## src/cgrg_pkg.sv

```systemverilog
// Shared widths, the side-band record and output helpers for the complex Givens
// rotation generator. Depends on nothing; used by every file in src.
package cgrg_pkg;

    localparam int IN_W       = 32;
    localparam int Q30_W      = 32;
    localparam int ROT_W      = 34;
    localparam int NUM_W      = 96;
    localparam int RAD_W      = 128;
    localparam int ROOT_W     = 64;
    localparam int REM_W      = ROOT_W + 2;
    localparam int DEN_W      = ROOT_W + 1;
    localparam int QW         = 35;
    localparam int N2_W       = DEN_W + QW;
    localparam int LANES      = 5;
    localparam int NORM_STEPS = 6;
    localparam int SHC_W      = 7;
    localparam int EXP_W      = 6;
    localparam int FRONT      = 6;
    localparam int NSTG       = FRONT + NORM_STEPS + ROOT_W + 1 + QW;
    localparam int IN_DATA_W  = 4 * IN_W;
    localparam int OUT_DATA_W = 3 * Q30_W + 2 * ROT_W + 4;

    localparam logic [QW-1:0] ONE_Q30 = QW'(1) << 30;

    localparam int LANE_COS = 0;
    localparam int LANE_SRE = 1;
    localparam int LANE_SIM = 2;
    localparam int LANE_RRE = 3;
    localparam int LANE_RIM = 4;

    typedef logic [LANES-1:0][NUM_W-1:0] t_nums;

    typedef struct packed {
        logic                    gz;
        logic signed [IN_W-1:0]  fr;
        logic signed [IN_W-1:0]  fi;
        logic [LANES-1:0]        neg;
        logic [EXP_W-1:0]        e;
        t_nums                   num;
    } t_side;

    function automatic logic [Q30_W-1:0] q30_clamp(input logic neg, input logic [QW-1:0] q);
        logic [QW-1:0] m;
        logic [QW-1:0] s;
        m = (q > ONE_Q30) ? ONE_Q30 : q;
        s = neg ? (~m + QW'(1)) : m;
        return s[Q30_W-1:0];
    endfunction

    function automatic logic [ROT_W-1:0] rot_sign(input logic neg, input logic [QW-1:0] q);
        logic [QW-1:0] s;
        s = neg ? (~q + QW'(1)) : q;
        return s[ROT_W-1:0];
    endfunction

endpackage

```

## src/cgrg_sqrt_cell.sv

```systemverilog
// One digit cell of the integer square-root chain: resolves one root bit per cycle while i_en is high.
// Depends on cgrg_pkg for widths.
module cgrg_sqrt_cell (
    input  logic                          i_clk,
    input  logic                          i_en,
    input  logic [cgrg_pkg::REM_W-1:0]    i_rem,
    input  logic [cgrg_pkg::ROOT_W-1:0]   i_root,
    input  logic [cgrg_pkg::RAD_W-1:0]    i_x,
    output logic [cgrg_pkg::REM_W-1:0]    o_rem,
    output logic [cgrg_pkg::ROOT_W-1:0]   o_root,
    output logic [cgrg_pkg::RAD_W-1:0]    o_x
);

    logic [cgrg_pkg::REM_W-1:0] w_rem2;
    logic [cgrg_pkg::REM_W-1:0] w_trial;
    logic                       w_ge;

    always_comb begin
        w_rem2  = {i_rem[cgrg_pkg::REM_W-3:0], i_x[cgrg_pkg::RAD_W-1 -: 2]};
        w_trial = {i_root, 2'b01};
        w_ge    = (w_rem2 >= w_trial);
    end

    always_ff @(posedge i_clk) begin
        if (i_en) begin
            o_rem  <= w_ge ? (w_rem2 - w_trial) : w_rem2;
            o_root <= {i_root[cgrg_pkg::ROOT_W-2:0], w_ge};
            o_x    <= {i_x[cgrg_pkg::RAD_W-3:0], 2'b00};
        end
    end

endmodule

```

## config.mk

```make
export PLATFORM = sky130hd
export DESIGN_NAME = cgrg_sqrt_cell
export DESIGN_NICKNAME = d
export VERILOG_FILES = /design/src/cgrg_pkg.sv /design/src/cgrg_sqrt_cell.sv
export SDC_FILE = /design/constraint.sdc
export NUM_CORES = 1
export LEC_CHECK = 0
export ABC_CLOCK_PERIOD_IN_PS = 4100
export BUFFER_PORTS_ARGS = -buffer_cell sky130_fd_sc_hd__buf_2
export CAP_MARGIN = 20
export CORE_AREA = 2 2 199 201
export CTS_BUF_LIST = sky130_fd_sc_hd__clkbuf_4
export DETAILED_ROUTE_END_ITERATION = 12
export DIE_AREA = 0 0 201 203
export GPL_TIMING_DRIVEN = 0
export PLACE_DENSITY_LB_ADDON = 0.1
export SLEW_MARGIN = 20
export SYNTH_ARGS = -nofsm -noshare
export SYNTH_HDL_FRONTEND = slang
export SYNTH_SLANG_ARGS = --single-unit
```

## constraint.sdc

```tcl
create_clock -name i_clk -period 4.1 [get_ports i_clk]
set_input_delay 0.41 -clock i_clk [delete_from_list [all_inputs] [get_ports i_clk]]
set_output_delay 0.41 -clock i_clk [all_outputs]
set_load 0.05 [all_outputs]
```

* Word-level counts from Yosys, hierarchy flattened
Index checks and enable logic that the tools add are counted.
Operators by class: add/sub/neg operators 1, magnitude comparators 1, mux-type cells 1
Operators with widths (count):
- $ge 66x66->1 | 1
- $mux 66 | 1
- $sub 66x66->66 | 1
Storage, ports and cells: register bits after elaboration 256, input port bits 260, output and inout bits 258, logic and storage cells 6

* Depth between registers and ports, before layout
depth in word-level cells 2, mapped depth 15, mapped depth without buffers 12

* Least setup slack after synthesis
OpenSTA, ideal clock, no wires.
kind in2reg, start point in i_root[30] (netlist name), end point reg o_rem[62] (netlist name), data pin, library setup time 0.260 ns, arrival 2.788 ns, data required time 3.840 ns, slack 1.052 ns, cell stages on the path 10, path through inv_1 -> ha_1 -> nand2_1 -> or3_1 -> or2_0 -> o31ai_4 -> a31oi_4 -> o31ai_4 -> buf_2 -> mux2_2
Between the ends: word-level cells in the longest chain between the ends 2, elaborated cells between the ends (all ways) 3
Ends and longest elaborated chain:
- from (decl) | RTL line cgrg_sqrt_cell.sv:7 | input logic [cgrg_pkg::ROOT_W-1:0] i_root,
- $sub 66x66->66 or $ge 66x66->1 (tied branches) | RTL line cgrg_sqrt_cell.sv:26, cgrg_sqrt_cell.sv:21
- $mux 66 * | RTL line cgrg_sqrt_cell.sv:26 | o_rem <= w_ge ? (w_rem2 - w_trial) : w_rem2;
- to (signal assigned) | RTL line cgrg_sqrt_cell.sv:26
- to (decl) | RTL line cgrg_sqrt_cell.sv:9 | output logic [cgrg_pkg::REM_W-1:0] o_rem,
Every way passes the cells marked *; elsewhere a longest branch is shown, timed or not. A chain may end at the register's enable or synchronous reset.

* Final worst setup path
start point in i_root[32] (netlist name), end point reg o_rem[39] (netlist name), data pin
Same word-level chain as after synthesis.

==> flow_summary.toml <==
[run_status]
status = "finished, final reports clean"

[timing]
max_freq_mhz = 259
rsz0062_at_grt = "false"
drv_slew = 0
slew_headroom = 0.335
post-route-period-util = 0.944
max_slew.worst_pin.slew_ns = 0.986
period_minus_slack_ns = 3.87
hold_viol = 0
layout_setup_ws_ns = 0.232
setup_viol = 0

[global_routing]
first_global_vias = 12168
grt_pass1_wl_um = 70800
grt_overflow = 0
grt_usage = 0.229
antenna_found_initial = 8
grt_max_degree = 98

[place]
post_dp_cell_area_um2 = 15900
placed_cells = 2101
hpwlAfterDp_um = 36000
portBuffers = 513
dpl_worst_slack_ns = -0.159
gp_congestion = 0.870

[yosys]
synth_seq_cells = 256
syn_inst = 1067
async_flop_share = 0
ys_warn_count = 0
syn_area_um2 = 12700
yosysTopAreaCellShare = 0.607
synth-edff-count = 256
ys_seq_area_frac = 0.607
synth_top_cell_by_area = "edfxtp_1"
yosys-top-cells-area = "edfxtp_1 (61%), ha_1 (6.5%), a21oi_1 (5.3%), nor2_1 (2.9%), xnor2_1 (2.6%)"
avgSynthCellArea_um2 = 11.9
yosysUniqueCellTypes = 59
synth_flop_cell = "edfxtp_1"

[floorplan]
initial_core_util = 0.329
core_area_um2 = 38500
num_rows = 72
fp.dieH_um = 203
dieArea_um2 = 40800
fp.dieW_um = 201
io_pins = 518

[cells_and_area]
final_nets = 2236
syn2layout_area_growth_pct = 53.0
instances_no_fill = 2486
mostFrequentLayoutCells = "buf_2 (535), edfxtp_1 (256), dlygate4sd3_1 (248)"
area.sequential_um2 = 7690
drive_gt1_frac = 0.343
layout_commonest_cell = "buf_2"
multi_input_area_um2 = 4430
stdcell_area_um2 = 19400
n_fill_cell = 3591

[pwr]
p_per_area_nw_per_um2 = 418
totalPowerFinal_uw = 8090
cellLeakagePower_uw = 0.00862
peakVddDrop_mv = 0.234

[detailed_routing]
wl_per_cell_um = 19.2
routed_wl_um = 47900
num_vias = 11712
final_antenna_net_count = 0
drt_first_pass_iters = 5
drc = 0
vias_per_cell = 4.71
drtIter0Drc = 634

[critical_path]
required_ns = 4.56
crit_chain = "dlygate4sd3_1 > buf_2 > inv_1 > ha_1 > nand4_1 > or3_1 > o22ai_1 > a211oi_1 > o211a_1 > o31ai_4 > a31oi_4 > o31ai_4 > clkbuf_4 > buf_2 > a21oi_1"
criticalPathCategory = "in2reg"
cp_max_fo = 10
cp.arrival_ns = 4.33
critPathCaptureType = "register"
cp_top_family = "buffers and inverters"
startpoint_type = "input pin"
worst_path_largest_cell_delay_ns = 0.57
path_buf_inv = 5
slowest_stage = "dlygate4sd3_1"

[clocking]
tritoncts = "yes"
path_clk_slew_ns = 0.07
cts_buffer_depth = 3
cts_made_buffers = 74
cts_max_level = 3
cts_root_buffer = "clkbuf_4"
clock_sinks = 256

[hold_path]
min_path_type = "in2reg"
whs_endpoint = "o_rem[53]$_DFFE_PP_"
min_from = "i_rem[51]"
holdPathStages = 3

[flow_run]
drv_cap = 0
state kept, by name, indices dropped and copies added, names as in the netlist:
register  flops
o_root       64
o_rem        66
o_x         126
repair_timing:
| action | 4_1_cts | 5_1_grt |
|---|---|---|
| hold buffers | 248 | 0 |
| setup buffers | 0 | 3 |
| endpoints found under the setup margin | 0 | 40 |
| endpoints found under the hold margin | 248 | 0 |
| gates resized for setup | 0 | 2 |
area by class of cell:
| cell class | instances | area share |
|---|---|---|
| Clock buffer | 99 | 0.0384 |
| Antenna cell | 7 | 0.000904 |
| Sequential cell | 256 | 0.397 |
| Inverter | 84 | 0.0163 |
| Tap cell | 518 | 0.0335 |
| Multi-Input combinational cell | 679 | 0.229 |
| Timing Repair Buffer | 766 | 0.265 |
| Buffer | 49 | 0.0125 |
| Clock inverter | 28 | 0.00788 |
per-layer routing:
metal  GRT usage  vias up  routed length [um]
li1            -     5668                   -
met1       0.274     5458               19700
met2       0.374      474               22500
met3      0.0754      108                3580
met4       0.107        4                2040
met5           0        -                  28
synthesized netlist by cell type (all sizes together) (10+ instances only):
cell type and instances:
nand4 27, edfxtp 256, clkbuf 19, ha 66
nor2 99, a21oi 135, o21ai 42, xor2 25
buf 30, nand2 62, nor3 11, nand3 15
o21a 10, inv 84, o21bai 11, xnor2 37
a21o 39
metrics by stage:
step                hold slack, ns  utilization  setup TNS (ns)
global route                0.0186        0.504               0
global placement             0.587        0.413         -281.29
floorplan                    0.509            -               0
CTS                        0.00935        0.502               0
detailed placement           0.588        0.415           -5.13
finish                      0.0835        0.504               0
worst max-delay path by stage:
stage | from | end | slack (ns) | cells after the start
after floorplan | i_root[30] | o_rem[62]$_DFFE_PP_ | 1.05 | 10
after global placement | i_en | o_x[27]$_DFFE_PP_ | -1.13 | 1
after detailed placement | i_root[34] | o_rem[57]$_DFFE_PP_ | -0.16 | 15
after CTS | i_root[32] | o_rem[57]$_DFFE_PP_ | 0.07 | 15
after global routing | i_root[7] | o_rem[57]$_DFFE_PP_ | 0.05 | 15
final | i_root[32] | o_rem[39]$_DFFE_PP_ | 0.23 | 15
power breakdown:
| group | switching (uW) | internal (uW) | leakage, uW |
|---|---|---|---|
| Sequential | 59.2 | 3180 | 0.00251 |
| Combinational | 1740 | 752 | 0.00558 |
| Clock | 1160 | 1190 | 0.000537 |
cells by family after synthesis:
logic type | after synthesis | share of synthesized area
xor+xnor | 62 | 0.0429
compound gates | 294 | 0.144
other cells | 1 | 0.000296
buf+inv | 133 | 0.0438
simple gates | 245 | 0.0875
fa+ha+maj | 66 | 0.0652
flops | 256 | 0.607
mux | 10 | 0.00879
worst min-delay path: stages:
cell	delay (ns)
buf_2	0.10
nor2_1	0.04
a21oi_1	0.13
Note: power is estimated with default switching activity, not from simulation.
