File: src/cgrg_pkg.sv
// Shared widths, the side-band record and output helpers for the complex Givens
// rotation generator. Depends on nothing; used by every file in src.
package cgrg_pkg;

    localparam int IN_W       = 32;
    localparam int Q30_W      = 32;
    localparam int ROT_W      = 34;
    localparam int NUM_W      = 96;
    localparam int RAD_W      = 128;
    localparam int ROOT_W     = 64;
    localparam int REM_W      = ROOT_W + 2;
    localparam int DEN_W      = ROOT_W + 1;
    localparam int QW         = 35;
    localparam int N2_W       = DEN_W + QW;
    localparam int LANES      = 5;
    localparam int NORM_STEPS = 6;
    localparam int SHC_W      = 7;
    localparam int EXP_W      = 6;
    localparam int FRONT      = 6;
    localparam int NSTG       = FRONT + NORM_STEPS + ROOT_W + 1 + QW;
    localparam int IN_DATA_W  = 4 * IN_W;
    localparam int OUT_DATA_W = 3 * Q30_W + 2 * ROT_W + 4;

    localparam logic [QW-1:0] ONE_Q30 = QW'(1) << 30;

    localparam int LANE_COS = 0;
    localparam int LANE_SRE = 1;
    localparam int LANE_SIM = 2;
    localparam int LANE_RRE = 3;
    localparam int LANE_RIM = 4;

    typedef logic [LANES-1:0][NUM_W-1:0] t_nums;

    typedef struct packed {
        logic                    gz;
        logic signed [IN_W-1:0]  fr;
        logic signed [IN_W-1:0]  fi;
        logic [LANES-1:0]        neg;
        logic [EXP_W-1:0]        e;
        t_nums                   num;
    } t_side;

    function automatic logic [Q30_W-1:0] q30_clamp(input logic neg, input logic [QW-1:0] q);
        logic [QW-1:0] m;
        logic [QW-1:0] s;
        m = (q > ONE_Q30) ? ONE_Q30 : q;
        s = neg ? (~m + QW'(1)) : m;
        return s[Q30_W-1:0];
    endfunction

    function automatic logic [ROT_W-1:0] rot_sign(input logic neg, input logic [QW-1:0] q);
        logic [QW-1:0] s;
        s = neg ? (~q + QW'(1)) : q;
        return s[ROT_W-1:0];
    endfunction

endpackage

File: src/cgrg_div_cell.sv
// One restoring-division cell: brings in one dividend bit and yields one quotient bit.
// Depends on cgrg_pkg for widths.
module cgrg_div_cell (
    input  logic                        i_clk,
    input  logic                        i_en,
    input  logic [cgrg_pkg::DEN_W-1:0]  i_rem,
    input  logic [cgrg_pkg::QW-1:0]     i_word,
    input  logic [cgrg_pkg::DEN_W-1:0]  i_den,
    output logic [cgrg_pkg::DEN_W-1:0]  o_rem,
    output logic [cgrg_pkg::QW-1:0]     o_word
);

    logic [cgrg_pkg::DEN_W:0] w_r2;
    logic [cgrg_pkg::DEN_W:0] w_d;
    logic [cgrg_pkg::DEN_W:0] w_diff;
    logic                     w_ge;

    always_comb begin
        w_r2   = {i_rem, i_word[cgrg_pkg::QW-1]};
        w_d    = {1'b0, i_den};
        w_ge   = (w_r2 >= w_d);
        w_diff = w_ge ? (w_r2 - w_d) : w_r2;
    end

    always_ff @(posedge i_clk) begin
        if (i_en) begin
            o_rem  <= w_diff[cgrg_pkg::DEN_W-1:0];
            o_word <= {i_word[cgrg_pkg::QW-2:0], w_ge};
        end
    end

endmodule

File: config.mk
export PLATFORM = sky130hd
export DESIGN_NAME = cgrg_div_cell
export DESIGN_NICKNAME = d
export VERILOG_FILES = /design/src/cgrg_pkg.sv /design/src/cgrg_div_cell.sv
export SDC_FILE = /design/constraint.sdc
export NUM_CORES = 1
export LEC_CHECK = 0
export BUFFER_PORTS_ARGS = -buffer_cell sky130_fd_sc_hd__buf_2
export CAP_MARGIN = 10
export CORE_MARGIN = 2
export CORE_UTILIZATION = 56
export DETAILED_ROUTE_END_ITERATION = 16
export PLACE_DENSITY = 0.89
export SLEW_MARGIN = 20
export SYNTH_ARGS = -nofsm -noshare
export SYNTH_HDL_FRONTEND = slang
export SYNTH_SLANG_ARGS = --single-unit
File: constraint.sdc
create_clock -name i_clk -period 7.5 [get_ports i_clk]
set_input_delay 0.75 -clock i_clk [delete_from_list [all_inputs] [get_ports i_clk]]
set_output_delay 0.75 -clock i_clk [all_outputs]
set_load 0.02 [all_outputs]
## Yosys cells after proc, flatten, opt, wreduce, memory -nomap -nowiden

Index checks and enable logic that the tools add are counted.

- Bits in registers: 100
- Input port bits: 167
- Output and inout port bits: 100
- Logic and storage cells: 5

- Add/subtract/negate cells: 1
- $lt $le $gt $ge: 1
- Muxes and demuxes: 1

Operator list:

| kind | number |
|---|---|
| $ge 66x65->1 | 1 |
| $mux 65 | 1 |
| $sub 65x65->65 | 1 |

## Logic depth before layout (Yosys ltp)

Gate-level depths: netlist (run 1).

- Depth in word-level cells: 2
- Mapped depth: 15
- Depth with buffers taken out: 13

## Worst setup path after synthesis (run 1)

Ideal clock, no wire load.

- Path kind: in2reg
- Start: input port i_word[34] (netlist name)
- End: register o_rem[34] (netlist name) (data pin)
- Setup time: 260 ps
- Arrival: 3479 ps
- Required time: 7240 ps
- Setup slack: 3762 ps
- Cell stages on the path: 13
- Path buffers: 1
- Path through: inv_1 -> ha_1 -> inv_1 -> fa_1 -> a211oi_2 -> o211ai_1 -> a311oi_2 -> nor3_1 -> o2111ai_1 -> nand2_1 -> a211oi_4 -> buf_6 -> mux2_2

- Cells in the longest elaborated chain, start to end: 2
- Elaborated cells between the ends (all ways): 3
- Classes of those cells: add/sub: 1; order compare: 1; mux: 1

Ends and longest elaborated chain:

| what | line | source |
|---|---|---|
| start, declared | cgrg_div_cell.sv:7 | `input logic [cgrg_pkg::QW-1:0] i_word,` |
| $sub 65x65->65 or $ge 66x65->1 (tied branches) | cgrg_div_cell.sv:22, cgrg_div_cell.sv:21 |  |
| $mux 65 * | cgrg_div_cell.sv:22 | `w_diff = w_ge ? (w_r2 - w_d) : w_r2;` |
| net w_diff, one bit | cgrg_div_cell.sv:15 | `logic [cgrg_pkg::DEN_W:0] w_diff;` |
| end signal, assigned | cgrg_div_cell.sv:27 | `o_rem <= w_diff[cgrg_pkg::DEN_W-1:0];` |
| end, declared | cgrg_div_cell.sv:9 | `output logic [cgrg_pkg::DEN_W-1:0] o_rem,` |

Mark *: on every way through the listed nets, which the timed path passes. The rest lies on a longest branch.
A chain may end at the register's enable or synchronous reset.

## Worst setup path in the final report (run 1)

- Start: input port i_word[34] (netlist name)
- End: register o_rem[1] (netlist name) (data pin)

The elaborated chain is that of the path after synthesis.

==> impl_results.md, run 1 <==
* Wirelength per Cell at 16.87 microns
* Row count at 43
* Starting Density at 57.00%
* Worst Path Arrival at 4550 ps
* Fin crit share at 59.20%
* Initial antenna violation count at 2
* Unrepaired setup endpoints after global routing: no
* H-Tree Depth at 3
* Maximum VDD drop at 102.5 uV
* Core ar. at about 14000 sq um
* Async SR Flop Fraction at 0%
* Area Overhead vs Synth at 21.81%
* Yosys cell types at a little over 60
* Final core occ at 69.43%
* CTS tree: done
* F_max at 0.2252 GHz
* Vias at 7597
* Period minus WS final at between 4000 and 5000 ps
* Fillers at 1081
* Hold Startpoint: i_word[18]
* Post-Syn Instances at 897
* Pre-antenna DRT Iters at 7
* Top FF cell, synth: edfxtp_1
* Seq/Total Area, Yosys at 38.10%
* Critical Path RT at 7610 ps
* # DRC at 0
* Cell area after synthesis at between 7000 and 8000 sq um
* Vias per inst at 5.729
* Final cell count without fillers at approximately 1300
* Final setup violation count at 0
* Layout cells sized above 1 at 25.87%
* Worst-margin pin slew at 743.4 ps
* CP max FO at between 80 and 90
* Die area at 15040 sq um
* Sum Neg Setup Slack at 0 ps
* CTS resizes at 0
* CTS Buf Count at 9
* Final hold slack at about 570 ps
* Maximum root-to-sink buffer count at 2
* Initial drt markers at just over 700
* Clock Sink Count at 100
* HP Class: in2reg
* Dpl ws at about 2700 ps
* GP Congestion at just under 0.9
* Slew headroom at 49.92%
* Status: finished clean
* Clock transition at path regs at 70 ps
* CP Launch Type: primary input
* First-pass GRT wire length at ~34000 microns
* Max_cap viols at 0
* Post-CTS Hold Buffers at 0
* Setup bufs post-CTS at 0
* Buffers added on ports at about 270
* Vias in the first global route at 7134
* Detailed placement HPWL at 17810 microns
* Drt total wl at roughly 22000 microns
* Detail Route Antenna Nets at 0
* CTS root buf: clkbuf_16
* Dpl cells at 1308
* EDFF count, synth at 100
* Crit path kind: in2reg
* Commonest non-fill, non-tap cell in the layout: buf_2
* Final #Nets at 1372
* Setup ws final at 3060 ps
* I/O pins at 267
* Synthesis Warnings at 0
* Die X at about 120 microns
* Die Y at between 100 and 150 microns
* Most frequent cells in the layout: buf_2, nand2_1, edfxtp_1
* Global route overflow at 0
* Power Density at 198.6 nW/um^2
* Flops & latches, synth at 100
* Hold Path Stages at 1
* All-Layer GR Usage at 29.01%
* Worst Hold Path EP: o_word[19]
* Worst Setup End Kind: flop
* Slew Limit Fails at 0
* Static leakage at 4.406 nW
* Syn Nets at 1130
* Syn_area_per_cell at 8.786 sq um
* Final hold violations at 0
* Pin count of the biggest net entering global routing at 88
==> registers in the layout (all words and copies together), names as in the netlist <==
register and flops:
o_rem 65, o_word 35
==> kinds of logic after synthesis <==
group           synth area share (%)
compound gates                 22.34
xor+xnor                       6.223
fa+ha+maj                      10.57
buf+inv                        6.826
flops                          38.10
mux                           0.5398
simple gates                   15.40
==> final cells by class <==
class | count | area [sq um] | share of cell area, %
Inverter | 90 | 337.8 | 3.519
Timing Repair Buffer | 269 | 1369 | 14.26
Clock inverter | 7 | 95.09 | 0.9905
Sequential cell | 100 | 3003 | 31.28
Multi-Input combinational cell | 669 | 4340 | 45.21
Tap cell | 180 | 225.2 | 2.346
Antenna cell | 2 | 5.005 | 0.05213
Clock buffer | 9 | 225.2 | 2.346
==> through the flow <==
step           power [mW]  cell area, sq um
6_report            1.906              9600
5_1_grt             1.998              9595
4_1_cts             1.901              9595
3_5_place_dp        1.402              9275
3_3_place_gp        1.384              9275
2_1_floorplan       1.187              7881
==> critical path, stage by stage <==
cell and delay, ps:
buf_2 110, inv_1 60, ha_1 220, inv_1 70, fa_1 440, a211oi_2 260, o211ai_1 170, a311oi_2 460
nor3_1 170, o2111ai_1 270, nand2_1 130, a211oi_4 670, buf_12 370, mux2_1 350
==> worst max path at each step <==
stage               startpoint         to  slack (ps)
finish              i_word[34]   o_rem[1]        3060
global route        i_word[34]   o_rem[1]        2690
CTS                 i_word[34]   o_rem[1]        3060
detailed placement  i_word[34]   o_rem[1]        2710
global placement    i_word[34]   o_rem[1]        2920
floorplan           i_word[34]  o_rem[34]        3760
==> per-layer routing <==
| layer | global-route usage [%] | wire length, microns | vias to the layer above |
|---|---|---|---|
| met5 | 0 | 0 | - |
| met4 | 8.764 | 401 | 0 |
| met3 | 5.669 | 1905 | 33 |
| met2 | 51.63 | 11100 | 322 |
| met1 | 35.46 | 8959 | 3501 |
| li1 | - | - | 3741 |
==> power breakdown <==
group / total (mW) / internal (mW) / switching [mW]
Combinational: 0.668 / 0.250 / 0.418
Clock: 0.507 / 0.269 / 0.238
Sequential: 0.732 / 0.711 / 0.0209
Total: 1.91 / 1.23 / 0.677
==> synthesized netlist by cell type, types with 17 or more instances <==
master | instances | area [sq um]
ha_1 | 65 | 813.3
a21o_1 | 25 | 187.7
clkbuf_1 | 22 | 82.58
a21oi_1 | 79 | 395.4
inv_1 | 89 | 334.1
nand2_1 | 111 | 416.7
edfxtp_1 | 100 | 3003
nor3_1 | 17 | 85.08
xor2_1 | 24 | 210.2
nand4_1 | 25 | 156.4
nor2_1 | 34 | 127.6
nand3_1 | 23 | 115.1
xnor2_1 | 32 | 280.3
o21ai_0 | 89 | 445.4
No activity file was read; power rests on OpenSTA's default activity.
==> run 2, diff against run 1 <==
CORE_UTILIZATION = 47   (was 56)
PLACE_DENSITY = 0.79   (was 0.89)
clock period = 3.8 ns   (was 7.5 ns; I/O delays follow)
==> run 2 against run 1 <==
Power up 98%. Wire length down 0.63%. Sequential power up 97%. Worst setup slack worse by 2700 ps. Critical path depth up 1. Combinational power up 100%. Non-clock buffer count up 15. Global-route usage down 4.4 points. Sequential share of layout area down 0.54 points. Die area up 19%. First-iteration DRC count down 23%. Largest cell class unchanged.
==> impl_results.md, run 2 (synthesis results as in run 1) <==
* M1 GR Usage at 32.22% (-3.2 points)
* Critical Path RT at 3910 ps (-3700 ps)
* Starting Density at 47.86% (-9.1 points)
* HP Class: in2reg
* Worst-margin pin slew at 645.6 ps (-97.79 ps)
* Initial antenna violation count at 1 (-1)
* GP Congestion at 0.9799 (+10%)
* Most frequent cells in the layout: buf_2, nand2_1, edfxtp_1
* Final cell count without fillers at 1381 (+4.1%)
* Row count at 47 (+9.3%)
* Crit path kind: in2reg
* Wirelength per Cell at 16.09 microns (-4.6%)
* CTS Buf Count at 9 (unchanged)
* Clock transition at path regs at 80 ps (about the same)
* Die Y at 133.5 microns (+8.9%)
* Worst Path Arrival at 3560 ps (-990 ps)
* Maximum VDD drop at 213.9 uV (+110%)
* Dpl cells at 1363 (+4.2%)
* Internal power at 2.442 mW (+99%)
* Comb power frac at 35.4% (+0.4 points)
* Max reg flops at 65 (unchanged)
* Final hold violations at 0 (unchanged)
* Post-CTS Hold Buffers at 0 (unchanged)
* Unrepaired setup endpoints after global routing: no
* Status: finished clean
* Vias in the first global route at 7314 (+2.5%)
* NetSw at 1.330 mW (+97%)
* Vias at 7580 (-0.22%)
* Slew headroom at 56.50% (+6.6 points)
* Die area at 17820 sq um (+19%)
* Drt total wl at 22220 microns (-0.63%)
* Layout cells sized above 1 at 26.83% (+0.96 points)
* Final setup violation count at 0 (unchanged)
* Sum Neg Setup Slack at 0 ps (unchanged)
* Slew Limit Fails at 0 (unchanged)
* Max_cap viols at 0 (unchanged)
* Worst Setup End Kind: flop
* Layer with the highest usage: met2
* CTS tree: done
* Clock share of power at 26.4% (-0.2 points)
* Fin crit share at 90.78%
* Detailed placement HPWL at 17940 microns (+0.70%)
* First-pass GRT wire length at 35330 microns (+3.6%)
* Maximum root-to-sink buffer count at 2 (unchanged)
* CTS root buf: clkbuf_16
* Sw frac at 35.27% (-0.22 points)
* Commonest non-fill, non-tap cell in the layout: buf_2
* Die X at 133.5 microns (+8.9%)
* Detail Route Antenna Nets at 0 (unchanged)
* CTS resizes at 0 (unchanged)
* CP Launch Type: primary input
* Final #Nets at 1387 (+1.1%)
* Seq pwr share at 38.2% (-0.2 points)
* # DRC at 0 (unchanged)
* Static leakage at 4.476 nW (+1.6%)
* Period minus WS final at 3450 ps
* Core ar. at 16470 sq um (+19%)
* Area Overhead vs Synth at 23.96%
* H-Tree Depth at 3 (unchanged)
* Initial drt markers at 548 (-23%)
* Largest registers: o_rem (65), o_word (35)
* I/O pins at 267 (unchanged)
* Buffers added on ports at 266 (unchanged)
* F_max at 0.2899 GHz
* Global route overflow at 0 (unchanged)
* Met2 usage at 42.30% (-9.3 points)
* GR Layer Usage met3 at 4.376% (-1.3 points)
* All-Layer GR Usage at 24.64% (-4.4 points)
* Top reg by flops: o_rem
* Fillers at 1472 (+36%)
* CP max FO at 54 (-38%)
* Power Density at 386.2 nW/um^2 (+94%)
* Clock Sink Count at 100 (unchanged)
* Final core occ at 59.33% (-10 points)
* Pin count of the biggest net entering global routing at 55 (-38%)
* Setup bufs post-CTS at 0 (unchanged)
* Vias per inst at 5.489 (-4.2%)
* Pre-antenna DRT Iters at 5 (-2)
==> run 2: power by group through the flow <==
| stage | Clock, mW | Sequential (mW) | Combinational (mW) |
|---|---|---|---|
| after floorplan | 0 | 1.66 | 0.688 |
| after global placement | 0 | 1.47 | 1.30 |
| after detailed placement | 0 | 1.47 | 1.32 |
| after CTS | 1.01 | 1.44 | 1.33 |
| after global routing | 1.05 | 1.45 | 1.47 |
| final | 0.995 | 1.44 | 1.34 |
==> run 2: worst paths after layout <==
| path | start | to | slack, ps | cells past startpoint |
|---|---|---|---|---|
| worst max-delay path | i_word[34] | o_rem[27] | 350 | 15 |
| worst min-delay path | i_word[33] | o_word[34] | 190 | 1 |
==> run 2: worst max-delay path: stages <==
cell and delay (ps):
buf_2 100, inv_1 50, ha_1 180, inv_1 70, fa_1 400, a211oi_2 260, o211ai_1 180, a311oi_2 360
nor3_1 160, o2111ai_1 270, nand2_1 130, a211oi_4 400, buf_4 230, buf_12 210, o21ai_0 130
==> run 2: routing by layer <==
layer / wire [microns] / share of wire [%] / up-vias
met5: 0 / 0 / -
met3: 1741 / 7.8 / 19
li1: - / - / 3770
met4: 289 / 1.3 / 0
met2: 10630 / 48 / 311
met1: 9563 / 43 / 3480
==> run 2: final cells by class <==
type / count / area (sq um) / area share [%]
Inverter: 90 / 337.8 / 3.458
Antenna cell: 2 / 5.005 / 0.05123
Clock buffer: 9 / 225.2 / 2.305
Timing Repair Buffer: 284 / 1494 / 15.29
Sequential cell: 100 / 3003 / 30.74
Clock inverter: 7 / 88.84 / 0.9093
Multi-Input combinational cell: 669 / 4340 / 44.43
Tap cell: 220 / 275.3 / 2.818
==> run 2: metrics by stage <==
step / hold WS [ps] / cell area, sq um / worst slack [ps] / power, mW
finish: 185.2 / 9769 / 350.4 / 3.773
global route: 178.4 / 9764 / 51.54 / 3.968
CTS: 178.6 / 9764 / 359.4 / 3.783
detailed placement: 558.4 / 9450 / 4.179 / 2.786
global placement: 556.3 / 9450 / 78.83 / 2.767
floorplan: 478.9 / 7881 / 431.5 / 2.344
==> run 3, diff against run 2 <==
--- a/config.mk
+++ b/config.mk
@@ -8,7 +8,6 @@
 export BUFFER_PORTS_ARGS = -buffer_cell sky130_fd_sc_hd__buf_2
-export CAP_MARGIN = 10
 export CORE_MARGIN = 2
-export CORE_UTILIZATION = 47
+export CORE_UTILIZATION = 28
 export DETAILED_ROUTE_END_ITERATION = 16
-export PLACE_DENSITY = 0.79
+export PLACE_DENSITY = 0.52
 export SLEW_MARGIN = 20
==> constraint.sdc (replaced) <==
create_clock -name i_clk -period 3.8 [get_ports i_clk]
set_input_delay 0.19 -clock i_clk [delete_from_list [all_inputs] [get_ports i_clk]]
set_output_delay 0.19 -clock i_clk [all_outputs]
set_load 0.02 [all_outputs]
==> run 3 against run 2 <==
Power fell by 0.27%. Worst setup slack improved by 140 ps. Maximum frequency rose by 4.3%. Final cell count rose by 13%. Critical path type unchanged. Via count fell by 0.16%. Wire length rose by 14%. Clock power fell by 4.5%. Hold slack got worse by 170 ps.
==> impl_results.md, run 3 (synthesis results as in run 1) <==
* Comb power frac at 36.4% (+1.0 points)
* F_max at 0.3023 GHz (+4.3%)
* Most frequent cells in the layout: buf_2, nand2_1, edfxtp_1
* Die area at 29500 sq um (+66%)
* Final setup violation count at 0 (unchanged)
* Row count at 61 (+30%)
* Worst Path Arrival at 3390 ps (-170 ps)
* CTS root buf: clkbuf_16
* Core ar. at 27780 sq um (+69%)
* I/O pins at 267 (unchanged)
* Max Used Layer: met4
* Area Overhead vs Synth at 29.08%
* Internal power at 2.388 mW (-2.2%)
* Layout cells sized above 1 at 25.89% (-0.95 points)
* Sw frac at 36.53% (+1.3 points)
* Period minus WS final at 3308 ps (-141.7 ps)
* Clock share of power at 25.2% (-1.2 points)
* Buf/Inv on CP at 6 (+1)
* CP Launch Type: primary input
* Initial antenna violation count at 1 (unchanged)
* Commonest non-fill, non-tap cell in the layout: buf_2
* Seq pwr share at 38.3% (about the same)
* First-pass GRT wire length at 38260 microns (+8.3%)
* Sum Neg Setup Slack at 0 ps (unchanged)
* Pre-antenna DRT Iters at 5 (unchanged)
* Maximum root-to-sink buffer count at 2 (unchanged)
* Final hold violations at 0 (unchanged)
* Die Y at 171.8 microns (+29%)
* Maximum VDD drop at 184.6 uV (-14%)
* Final #Nets at 1410 (+1.7%)
* Metal3 WL at 1633 microns (-6.2%)
* Detailed placement HPWL at 20010 microns (+12%)
* DRT met1 WL at 12020 microns (+26%)
* Fillers at 2947 (+100%)
* GP Congestion at 0.8385 (-14%)
* Static leakage at 4.556 nW (+1.8%)
* CTS tree: done
* Status: finished clean
* Vias in the first global route at 7300 (-0.19%)
* Max_cap viols at 0 (unchanged)
* Worst-margin pin slew at 1020 ps (+374.2 ps)
* DR WL met2 at 11530 microns (+8.5%)
* Slew Limit Fails at 0 (unchanged)
* Vias per inst at 4.848 (-12%)
* Clock Sink Count at 100 (unchanged)
* # DRC at 0 (unchanged)
* CP max FO at 62 (+15%)
* Die X at 171.8 microns (+29%)
* Pin count of the biggest net entering global routing at 73 (+33%)
* Unrepaired setup endpoints after global routing: no
* Top reg by flops: o_rem
* Largest registers: o_rem (65), o_word (35)
* Setup ws final at 492.2 ps (+141.7 ps)
* Clock transition at path regs at 80 ps (about the same)
* Fin crit share at 87.05% (-3.7 points)
* Global route overflow at 0 (unchanged)
* NetSw at 1.374 mW (+3.3%)
* Buffers added on ports at 266 (unchanged)
* Max incr delay on CP at 420 ps (+20 ps)
* Crit path kind: in2reg
* Drt total wl at 25390 microns (+14%)
* All-Layer GR Usage at 16.59% (-8.1 points)
* Vias at 7568 (-0.16%)
* CTS Buf Count at 9 (unchanged)
* Worst Setup End Kind: flop
* Slowest cell on crit path: fa_1
* Initial drt markers at 415 (-24%)
* Crit path cell chain: buf_2 > inv_1 > ha_1 > inv_1 > fa_1 > a211oi_2 > o211ai_1 > a311oi_2 > buf_4 > nor3_1 > o2111ai_1 > nand2_1 > a211oi_4 > buf_12 > buf_4 > o21ai_0
* Max reg flops at 65 (unchanged)
* Power Density at 369.8 nW/um^2 (-4.2%)
* Critical Path RT at 3890 ps (-20 ps)
* Dpl ws at 101.8 ps (+97.61 ps)
* HP Class: in2reg
* Detail Route Antenna Nets at 0 (unchanged)
* Slew headroom at 32.01% (-24 points)
* Starting Density at 28.37% (-19 points)
* Cell family with most CP delay: compound AO/OA/AOI/OAI gates
* Wirelength per Cell at 16.27 microns (+1.1%)
* H-Tree Depth at 3 (unchanged)
==> run 3: through the flow <==
step | std cells | total power, mW | hold slack [ps] | instance area, sq um | util [%]
global placement | 1517 | 2.812 | 366.8 | 9618 | 34.62
detailed placement | 1517 | 2.814 | 368.4 | 9618 | 34.62
floorplan | 897 | 2.344 | 288.9 | 7881 | -
finish | 1561 | 3.762 | 12.75 | 10170 | 36.62
global route | 1560 | 3.983 | 1.589 | 10170 | 36.61
CTS | 1560 | 3.803 | 2.164 | 10170 | 36.61
==> run 3: layout make-up <==
cell class                      count  area, sq um  area share, %
Tap cell                          378        473.0          4.649
Multi-Input combinational cell    669         4340          42.66
Antenna cell                        1        2.502        0.02460
Sequential cell                   100         3003          29.52
Inverter                           90        337.8          3.321
Clock buffer                       10        229.0          2.251
Clock inverter                      6        53.80         0.5288
Timing Repair Buffer              307         1734          17.05
==> run 3: power by group through the flow <==
stage | clock network [mW] | logic [mW] | registers (mW)
after CTS | 0.983 | 1.37 | 1.45
after global routing | 1.01 | 1.51 | 1.46
after detailed placement | 0 | 1.35 | 1.47
after floorplan | 0 | 0.688 | 1.66
final | 0.950 | 1.37 | 1.44
after global placement | 0 | 1.34 | 1.47
==> run 3: final timing paths <==
kind                  startpoint         end  slack [ps]  cells after the start
worst max-delay path  i_word[34]   o_rem[12]         490                     16
worst min-delay path  i_word[19]  o_word[20]          10                      1
==> run 3: per-layer routing <==
| metal | up-vias | global-route usage [%] |
|---|---|---|
| li1 | 3808 | - |
| met1 | 3480 | 22.98 |
| met2 | 263 | 27.41 |
| met3 | 17 | 2.922 |
| met4 | 0 | 2.704 |
| met5 | - | 0 |
==> run 3: repair_timing <==
item                      in CTS  in global routing
hold buffers                  27                  0
buffers inserted               0                  0
hold endpoints to repair      27                  0
resized for setup              0                  0
